<file path="src/design/crcfr_pkg.sv">
// Shared types, codes and the byte-wide CRC-16 update for the frame receiver.
package crcfr_pkg;

  localparam int BYTE_W   = 8;
  localparam int WORD_W   = 16;
  localparam int KIND_W   = 3;
  localparam int STATUS_W = 2;

  localparam logic [WORD_W-1:0] CRC_INIT = 16'hFFFF;
  localparam logic [WORD_W-1:0] CRC_POLY = 16'h1021;
  localparam logic [WORD_W-1:0] CRC_TOP  = 16'h8000;

  // Frame status codes.
  localparam logic [STATUS_W-1:0] ST_PAYLOAD  = 2'd0;
  localparam logic [STATUS_W-1:0] ST_GOOD     = 2'd1;
  localparam logic [STATUS_W-1:0] ST_CRC_ERR  = 2'd2;
  localparam logic [STATUS_W-1:0] ST_TAIL_ERR = 2'd3;

  // Configuration register indexes.
  localparam int REG_HEADER = 0;
  localparam int REG_TAIL   = 1;
  localparam int REG_KIND0  = 2;

  typedef struct packed {
    logic [BYTE_W-1:0] rx_byte;
    logic              burst_end;
  } in_req_t;

  typedef struct packed {
    logic [KIND_W-1:0]   kind_index;
    logic [BYTE_W-1:0]   payload_value;
    logic [BYTE_W-1:0]   payload_pos;
    logic [STATUS_W-1:0] frame_status;
    logic                frame_done;
  } out_req_t;

  typedef struct packed {
    logic [WORD_W-1:0] header_word;
    logic [WORD_W-1:0] tail_word;
  } cfg_regs_t;

  // Output buffer handshake between the deframer and the result buffer.
  typedef struct packed {
    logic     push;
    out_req_t data;
  } obuf_push_t;

  // MSB-first CRC-16 update over one byte, no reflection.
  function automatic logic [WORD_W-1:0] crc16_byte(input logic [WORD_W-1:0] crc,
                                                   input logic [BYTE_W-1:0] b);
    logic [WORD_W-1:0] c;
    c = crc ^ {b, {(WORD_W - BYTE_W){1'b0}}};
    for (int k = 0; k < BYTE_W; k++) begin
      if ((c & CRC_TOP) != '0) begin
        c = {c[WORD_W-2:0], 1'b0} ^ CRC_POLY;
      end else begin
        c = {c[WORD_W-2:0], 1'b0};
      end
    end
    return c;
  endfunction

endpackage

</file>
<file path="src/design/crc16_framed_packet_receiver_core.sv">
// Throughput: one byte per cycle while the result buffer has space; the frame state
// machine and the byte-wide CRC update sit between the input register and the
// two-entry result buffer. A stalled output holds up input only once both result
// entries are full. Reset (rst_n, synchronous, active low) clears all but the data
// registers and returns the deframer to hunting the first header byte with the CRC
// at 0xFFFF.
module crc16_framed_packet_receiver_core
  import crcfr_pkg::*;
#(
  parameter int NUM_KINDS = 5
) (
  input  logic                                clk,
  input  logic                                rst_n,
  input  logic                                in_valid,
  input  in_req_t                             in_data,
  output logic                                in_stall,
  output logic                                out_valid,
  output out_req_t                            out_data,
  input  logic                                out_stall,
  input  logic                                cfg_we,
  input  logic [$clog2(NUM_KINDS + 2)-1:0]    cfg_idx,
  input  logic [WORD_W-1:0]                   cfg_wdata
);

  localparam int CFG_IDX_W = $clog2(NUM_KINDS + 2);

  cfg_regs_t                        regs;
  logic [NUM_KINDS-1:0][WORD_W-1:0] kind_tbl;
  logic                             obuf_space;
  obuf_push_t                       obuf_wr;

  crcfr_regs #(
    .NUM_KINDS (NUM_KINDS),
    .CFG_IDX_W (CFG_IDX_W)
  ) u_regs (
    .clk       (clk),
    .rst_n     (rst_n),
    .cfg_we    (cfg_we),
    .cfg_idx   (cfg_idx),
    .cfg_wdata (cfg_wdata),
    .regs      (regs),
    .kind_tbl  (kind_tbl)
  );

  crcfr_core #(
    .NUM_KINDS (NUM_KINDS)
  ) u_core (
    .clk        (clk),
    .rst_n      (rst_n),
    .in_valid   (in_valid),
    .in_data    (in_data),
    .in_stall   (in_stall),
    .regs       (regs),
    .kind_tbl   (kind_tbl),
    .obuf_space (obuf_space),
    .obuf_wr    (obuf_wr)
  );

  crcfr_obuf u_obuf (
    .clk       (clk),
    .rst_n     (rst_n),
    .wr        (obuf_wr),
    .space     (obuf_space),
    .out_valid (out_valid),
    .out_data  (out_data),
    .out_stall (out_stall)
  );

endmodule

</file>
<file path="src/design/crcfr_regs.sv">
// Configuration registers: header, tail and the kind table.
module crcfr_regs
  import crcfr_pkg::*;
#(
  parameter int NUM_KINDS = 5,
  parameter int CFG_IDX_W = 3
) (
  input  logic                                clk,
  input  logic                                rst_n,
  input  logic                                cfg_we,
  input  logic [CFG_IDX_W-1:0]                cfg_idx,
  input  logic [WORD_W-1:0]                   cfg_wdata,
  output cfg_regs_t                           regs,
  output logic [NUM_KINDS-1:0][WORD_W-1:0]    kind_tbl
);

  cfg_regs_t                        regs_r;
  logic [NUM_KINDS-1:0][WORD_W-1:0] kind_tbl_r;

  always_ff @(posedge clk) begin
    if (!rst_n) begin
      regs_r     <= '0;
      kind_tbl_r <= '0;
    end else if (cfg_we) begin
      if (cfg_idx == CFG_IDX_W'(REG_HEADER)) begin
        regs_r.header_word <= cfg_wdata;
      end
      if (cfg_idx == CFG_IDX_W'(REG_TAIL)) begin
        regs_r.tail_word <= cfg_wdata;
      end
      for (int i = 0; i < NUM_KINDS; i++) begin
        if (cfg_idx == CFG_IDX_W'(REG_KIND0 + i)) begin
          kind_tbl_r[i] <= cfg_wdata;
        end
      end
    end
  end

  assign regs     = regs_r;
  assign kind_tbl = kind_tbl_r;

endmodule

</file>
<file path="src/design/crcfr_core.sv">
// Input register and frame state machine with the running CRC check.
module crcfr_core
  import crcfr_pkg::*;
#(
  parameter int NUM_KINDS = 5
) (
  input  logic                             clk,
  input  logic                             rst_n,
  input  logic                             in_valid,
  input  in_req_t                          in_data,
  output logic                             in_stall,
  input  cfg_regs_t                        regs,
  input  logic [NUM_KINDS-1:0][WORD_W-1:0] kind_tbl,
  input  logic                             obuf_space,
  output obuf_push_t                       obuf_wr
);

  localparam int PH_W = 4;
  localparam logic [PH_W-1:0] PH_H1   = 4'd0;
  localparam logic [PH_W-1:0] PH_H2   = 4'd1;
  localparam logic [PH_W-1:0] PH_TYPE = 4'd2;
  localparam logic [PH_W-1:0] PH_LEN  = 4'd3;
  localparam logic [PH_W-1:0] PH_PAY  = 4'd4;
  localparam logic [PH_W-1:0] PH_CRCL = 4'd5;
  localparam logic [PH_W-1:0] PH_CRCH = 4'd6;
  localparam logic [PH_W-1:0] PH_T1   = 4'd7;
  localparam logic [PH_W-1:0] PH_T2   = 4'd8;

  logic              req_vld_r;
  in_req_t           req_r;
  logic              proc_go;
  logic              in_accept;

  logic [PH_W-1:0]   phase_r, phase_nxt;
  logic [WORD_W-1:0] crc_r, crc_nxt;
  logic [WORD_W-1:0] rcrc_r, rcrc_nxt;
  logic [KIND_W-1:0] kind_r, kind_nxt;
  logic [BYTE_W-1:0] cnt_r, cnt_nxt;
  logic [BYTE_W-1:0] exp_len_r, exp_len_nxt;
  logic              tail_ok_r, tail_ok_nxt;

  logic              res_vld;
  out_req_t          res;

  assign proc_go   = req_vld_r && obuf_space;
  assign in_stall  = req_vld_r && !proc_go;
  assign in_accept = in_valid && !in_stall;

  always_ff @(posedge clk) begin
    if (!rst_n) begin
      req_vld_r <= 1'b0;
    end else if (in_accept || proc_go) begin
      req_vld_r <= in_accept;
    end
  end

  always_ff @(posedge clk) begin
    if (in_accept) begin
      req_r <= in_data;
    end
  end

  always_comb begin
    logic [BYTE_W-1:0] b;
    logic              hit;
    logic [KIND_W-1:0] hit_kind;
    logic [BYTE_W-1:0] hit_len;
    logic [BYTE_W-1:0] hunt_b;
    b        = req_r.rx_byte;
    hunt_b   = regs.header_word[WORD_W-1:BYTE_W];
    hit      = 1'b0;
    hit_kind = '0;
    hit_len  = '0;
    // Scan downward so the lowest enabled matching entry wins.
    for (int i = NUM_KINDS - 1; i >= 0; i--) begin
      if (kind_tbl[i][BYTE_W-1:0] != '0 && kind_tbl[i][WORD_W-1:BYTE_W] == b) begin
        hit      = 1'b1;
        hit_kind = KIND_W'(i);
        hit_len  = kind_tbl[i][BYTE_W-1:0];
      end
    end

    phase_nxt   = phase_r;
    crc_nxt     = crc_r;
    rcrc_nxt    = rcrc_r;
    kind_nxt    = kind_r;
    cnt_nxt     = cnt_r;
    exp_len_nxt = exp_len_r;
    tail_ok_nxt = tail_ok_r;
    res_vld     = 1'b0;
    res         = '0;

    case (phase_r)
      PH_H1: begin
        phase_nxt = (b == hunt_b) ? PH_H2 : PH_H1;
      end
      PH_H2: begin
        if (b == regs.header_word[BYTE_W-1:0]) begin
          phase_nxt = PH_TYPE;
        end else begin
          phase_nxt = (b == hunt_b) ? PH_H2 : PH_H1;
        end
      end
      PH_TYPE: begin
        if (hit) begin
          kind_nxt    = hit_kind;
          exp_len_nxt = hit_len;
          crc_nxt     = crc16_byte(CRC_INIT, b);
          phase_nxt   = PH_LEN;
        end else begin
          phase_nxt = (b == hunt_b) ? PH_H2 : PH_H1;
        end
      end
      PH_LEN: begin
        if (b == exp_len_r && exp_len_r != '0) begin
          crc_nxt   = crc16_byte(crc_r, b);
          cnt_nxt   = '0;
          phase_nxt = PH_PAY;
        end else begin
          phase_nxt = (b == hunt_b) ? PH_H2 : PH_H1;
        end
      end
      PH_PAY: begin
        res_vld           = 1'b1;
        res.kind_index    = kind_r;
        res.payload_value = b;
        res.payload_pos   = cnt_r;
        res.frame_status  = ST_PAYLOAD;
        res.frame_done    = 1'b0;
        crc_nxt           = crc16_byte(crc_r, b);
        cnt_nxt           = cnt_r + BYTE_W'(1);
        if (cnt_nxt >= exp_len_r) begin
          phase_nxt = PH_CRCL;
        end
      end
      PH_CRCL: begin
        rcrc_nxt  = {{(WORD_W - BYTE_W){1'b0}}, b};
        phase_nxt = PH_CRCH;
      end
      PH_CRCH: begin
        rcrc_nxt  = {b, rcrc_r[BYTE_W-1:0]};
        phase_nxt = PH_T1;
      end
      PH_T1: begin
        tail_ok_nxt = (b == regs.tail_word[WORD_W-1:BYTE_W]);
        phase_nxt   = PH_T2;
      end
      PH_T2: begin
        res_vld           = 1'b1;
        res.kind_index    = kind_r;
        res.payload_value = '0;
        res.payload_pos   = cnt_r;
        res.frame_done    = 1'b1;
        // Tail error takes priority over CRC error.
        if (!(tail_ok_r && b == regs.tail_word[BYTE_W-1:0])) begin
          res.frame_status = ST_TAIL_ERR;
        end else if (rcrc_r != crc_r) begin
          res.frame_status = ST_CRC_ERR;
        end else begin
          res.frame_status = ST_GOOD;
        end
        tail_ok_nxt = 1'b0;
        phase_nxt   = PH_H1;
      end
      default: begin
        phase_nxt = PH_H1;
      end
    endcase

    // Burst end: close a frame that has reached its payload as cut short, then hunt again.
    if (req_r.burst_end) begin
      if (phase_nxt inside {[PH_PAY:PH_T2]}) begin
        res_vld           = 1'b1;
        res.kind_index    = kind_nxt;
        res.payload_value = '0;
        res.payload_pos   = cnt_nxt;
        res.frame_status  = ST_TAIL_ERR;
        res.frame_done    = 1'b1;
      end
      phase_nxt = PH_H1;
    end
  end

  always_ff @(posedge clk) begin
    if (!rst_n) begin
      phase_r   <= PH_H1;
      crc_r     <= CRC_INIT;
      rcrc_r    <= '0;
      kind_r    <= '0;
      cnt_r     <= '0;
      exp_len_r <= '0;
      tail_ok_r <= 1'b0;
    end else if (proc_go) begin
      phase_r   <= phase_nxt;
      crc_r     <= crc_nxt;
      rcrc_r    <= rcrc_nxt;
      kind_r    <= kind_nxt;
      cnt_r     <= cnt_nxt;
      exp_len_r <= exp_len_nxt;
      tail_ok_r <= tail_ok_nxt;
    end
  end

  assign obuf_wr.push = proc_go && res_vld;
  assign obuf_wr.data = res;

`ifndef SYNTHESIS
  a_phase_range: assert property (@(posedge clk) disable iff (!rst_n)
    phase_r <= PH_T2)
    else $error("frame phase out of range");

  a_pay_count: assert property (@(posedge clk) disable iff (!rst_n)
    phase_r == PH_PAY |-> cnt_r < exp_len_r)
    else $error("payload count reached length while still in payload");

  a_pay_status: assert property (@(posedge clk) disable iff (!rst_n)
    obuf_wr.push && !obuf_wr.data.frame_done |->
      obuf_wr.data.frame_status == ST_PAYLOAD)
    else $error("non-closing request carries a closing status");
`endif

endmodule

</file>
<file path="src/design/crcfr_obuf.sv">
// Two-entry result buffer: output register plus skid register.
module crcfr_obuf
  import crcfr_pkg::*;
(
  input  logic       clk,
  input  logic       rst_n,
  input  obuf_push_t wr,
  output logic       space,
  output logic       out_valid,
  output out_req_t   out_data,
  input  logic       out_stall
);

  logic     head_vld_r;
  logic     skid_vld_r;
  out_req_t head_r;
  out_req_t skid_r;
  logic     pop;

  assign pop   = head_vld_r && !out_stall;
  assign space = !skid_vld_r || pop;

  always_ff @(posedge clk) begin
    if (!rst_n) begin
      head_vld_r <= 1'b0;
      skid_vld_r <= 1'b0;
    end else if (pop) begin
      head_vld_r <= skid_vld_r || wr.push;
      skid_vld_r <= skid_vld_r && wr.push;
    end else if (wr.push) begin
      head_vld_r <= 1'b1;
      skid_vld_r <= head_vld_r;
    end
  end

  always_ff @(posedge clk) begin
    if (pop) begin
      head_r <= skid_vld_r ? skid_r : wr.data;
      if (skid_vld_r && wr.push) begin
        skid_r <= wr.data;
      end
    end else if (wr.push) begin
      if (!head_vld_r) begin
        head_r <= wr.data;
      end else begin
        skid_r <= wr.data;
      end
    end
  end

  assign out_valid = head_vld_r;
  assign out_data  = head_r;

`ifndef SYNTHESIS
  a_no_overflow: assert property (@(posedge clk) disable iff (!rst_n)
    wr.push |-> space)
    else $error("request pushed into a full result buffer");

  a_skid_order: assert property (@(posedge clk) disable iff (!rst_n)
    skid_vld_r |-> head_vld_r)
    else $error("skid entry held without an output entry");

  a_skid_fill: assert property (@(posedge clk) disable iff (!rst_n)
    $rose(skid_vld_r) |-> $past(head_vld_r && out_stall))
    else $error("skid entry filled while output was free");
`endif

endmodule

</file>
<file path="config.mk">
export PLATFORM = sky130hd
export DESIGN_NAME = crc16_framed_packet_receiver_core
export DESIGN_NICKNAME = d
export VERILOG_FILES = /design/src/design/crcfr_pkg.sv /design/src/design/crc16_framed_packet_receiver_core.sv /design/src/design/crcfr_regs.sv /design/src/design/crcfr_core.sv /design/src/design/crcfr_obuf.sv
export SDC_FILE = /design/constraint.sdc
export NUM_CORES = 1
export LEC_CHECK = 0
export ABC_AREA = 1
export BUFFER_PORTS_ARGS = -buffer_cell sky130_fd_sc_hd__buf_2
export CAP_MARGIN = 20
export CORE_MARGIN = 2
export CORE_UTILIZATION = 35
export CTS_CLUSTER_DIAMETER = 40
export DETAILED_ROUTE_END_ITERATION = 7
export GPL_ROUTABILITY_DRIVEN = 0
export PLACE_DENSITY_LB_ADDON = 0.05
export SLEW_MARGIN = 10
export SYNTH_ARGS = -nofsm -noshare
export SYNTH_HDL_FRONTEND = slang
export SYNTH_SLANG_ARGS = --single-unit
export TNS_END_PERCENT = 20
</file>
<file path="constraint.sdc">
create_clock -name clk -period 7.15 [get_ports clk]
set_clock_uncertainty 0.1 [all_clocks]
set_input_delay 1.43 -clock clk [delete_from_list [all_inputs] [get_ports clk]]
set_output_delay 1.43 -clock clk [all_outputs]
set_load 0.1 [all_outputs]
</file>
==> out/metrics.yaml <==
fin_cells: 1954
cts_inserted_buffers: 43
hold_violations: 0
crit_family: "buffers and inverters"
vias: 9428
worst_ep_arrival_time_ns: 2.33
path_cells: "buf_2 -> nor2_1 -> inv_1 -> nand2_1 -> nor2_1 -> buf_2"
synth_area_leader_cell: "dfxtp_1"
overflow: 0
holdWs_ns: 0.3546
die_w_um: 181.9
ys.flop_type: "dfxtp_1"
clock_sinks: 224
synth_edf_count: 53
dp.cells: 1875
worst_pin_slew_ns: 1.016
wl_per_cell_um: 16.81
status: "finished clean"
antenna_left: 0
max_cap_violations: 0
synth_area_leaders: "dfxtp_1 31%, edfxtp_1 14%, nand2_1 9.1%, nor2_1 8.1%, o21ai_0 6.6%"
crit_fanout: 3
synth.cell_area_um2: 11080
track_usage: 0.2019
slew_violations: 0
finalCritPeriodShare: 0.5403
synth.most_common_cell: "nand2_1"
via_per_inst: 4.825
power_density_nw_per_um2: 277.5
cts_setup_buffers: 0
highest_layer: "met4"
ir_worst_vdd_v: 0.0001810
ioPinCount: 57
finalPower_w: 0.003659
fillCellCount: 3257
hp-class: "reg -> reg"
ys_seq_area_frac: 0.4526
required_ns: 5.62
wl_met1_mm: 15.93
finalCriticalPeriod_ns: 3.863
clkLatencyLatePin_ns: 0.52
synth.top_cell.area_share: 0.3089
avgSynthCellArea_um2: 7.564
timing.fmax_mhz: 258.8
hpwl_mm: 21.72
grt_pass1_wl_mm: 52.37
tns_ns: 0
rows: 65
drive_above_1_share: 0.1147
crit_type: "in -> out"
area_growth_pct: 19.00
p_leak_nw: 5.570
setup_viol: 0
cts_tree: "yes"
drt_iter0_markers: 577
synth.distinct_cells: 45
final_core_util: 0.4200
nets: 1560
n_antenna_cell: 0
grt_max_degree: 72
relSlewSlack: 0.3227
cts.root.buffer_cell: "clkbuf_16"
endpoint_kind: "primary output"
die_h_um: 181.9
ctsResizeCount: 0
synthCells: 1465
design.die.area_um2: 33100
async_flop_share: 0
clk_pin_slew_ns: 0.04
max_stage_delay_ns: 0.45
antenna_found_initial: 0
grt_pass1_vias: 9190
critPathLaunchType: "primary input"
start_util: 0.3530
met3WireLength_mm: 1.366
cp_slowest_cell: "buf_2"
synthTopCellsByCount: "270 x nand2_1, 240 x nor2_1, 171 x dfxtp_1"
cts_max_level: 2
dr.pass1.iters: 7
placeableCoreArea_um2: 31390
grt_setup_unrepaired: "false"
yosys_register_bits: 224
drc: 0
worst-path-buf-inv: 3
synth_nets: 1507
synth-warning-count: 0
ctsHoldBuffers: 0
routed-wl-met2_mm: 14.79
wl_mm: 32.85
clock_path_buffers: 3
portBuffers: 56
## worst register-to-register path, cell delays in order (launching register included)
cell      delay, ns
edfxtp_1       0.35
buf_4          0.25
inv_1          0.20
nand2_1        0.07
nand2_1        0.06
nand2_1        0.05
nor2_1         0.14
nand4_1        0.14
nand2_1        0.09
nand2_1        0.34
nand2_1        0.24
nand2_1        0.11
o21ai_2        0.81
## final timing paths
check / startpoint / to / slack [ns] / depth (start not counted)
worst max-delay path: out_stall / in_stall / 3.29 / 6
worst min-delay path: u_regs.kind_tbl[30]$_SDFFE_PN0P_ / u_regs.kind_tbl[30]$_SDFFE_PN0P_ / 0.35 / 2
worst max register to register: u_core.req_r[6]$_DFFE_PP_ / u_obuf.out_data[12]$_DFFE_PP_ / 3.83 / 12
worst min register to register: u_regs.kind_tbl[30]$_SDFFE_PN0P_ / u_regs.kind_tbl[30]$_SDFFE_PN0P_ / 0.35 / 2
## cell type report
type / count / area, µm² / area share
clock buffers: 58 / 1256 / 0.09526
well taps: 402 / 503.0 / 0.03814
flip-flops and latches: 224 / 5015 / 0.3803
inverters: 135 / 509.2 / 0.03862
multi-input cells: 1040 / 5246 / 0.3979
clock inverters: 21 / 239.0 / 0.01812
repair buffers: 74 / 417.9 / 0.03169
## cells in the final DEF (no fill, tap or decap), types with 4 or more instances in the layout
master and instances:
buf_4 19, inv_2 4, inv_1 122, xnor2_1 56, clkbuf_1 6, buf_2 55, ha_1 9, o21ai_0 146
clkbuf_8 6, nand2_4 5, dfxtp_1 171, nor2_1 240, a21oi_1 84, nand2_1 270, o22ai_1 4, mux2_2 8
clkinv_2 6, nand3_1 96, nor3_1 13, o211ai_1 5, nand4_1 28, xor2_1 34, clkinv_1 8, bufinv_16 4
clkinvlp_4 6, and2_1 10, edfxtp_1 53, a22oi_1 5, clkbuf_16 46
## logic make-up after synthesis
family	count (synthesis)	share of synthesized area
AOI/OAI and AO/OA	257	0.1225
xor gates and xnor gates	90	0.07114
adders and majority gates	9	0.01016
buffers and inverters	201	0.07430
DFF	224	0.4526
muxes	10	0.009937
and+or+nand+nor	674	0.2594
## where the power goes
part	internal [W]	leakage (nW)	total, W	switching [W]
Combinational	0.0000812	2.97	0.000254	0.000173
Clock	0.00138	0.720	0.00206	0.000683
Sequential	0.00132	1.88	0.00134	0.0000203
Total	0.00278	5.57	0.00366	0.000876
## sequential cells by signal, indices dropped and copies added (netlist names)
register	cells
u_regs.kind_tbl	80
u_core.req_r	9
u_core.rcrc_r	16
u_core.kind_r	3
u_core.phase_r	4
u_obuf.out_valid	1
u_core.req_vld_r	1
u_obuf.skid_r	22
u_regs.regs	32
u_core.exp_len_r	8
u_obuf.skid_vld_r	1
u_core.cnt_r	8
u_core.tail_ok_r	1
u_obuf.out_data	22
u_core.crc_r	16
## per-stage QoR
stage                     instance area [µm²]  setup WS [ns]
after floorplan                         11080          2.727
final                                   13190          3.287
after detailed placement                11690          2.978
after CTS                               13190          3.272
after global routing                    13190          3.208
after global placement                  11690          3.027
## per-layer routing
metal / up-vias / track usage
li1: 4895 / -
met1: 4263 / 0.2780
met2: 212 / 0.3290
met3: 58 / 0.03109
met4: 0 / 0.05710
met5: - / 0
Power figures use the tool's default switching activity.
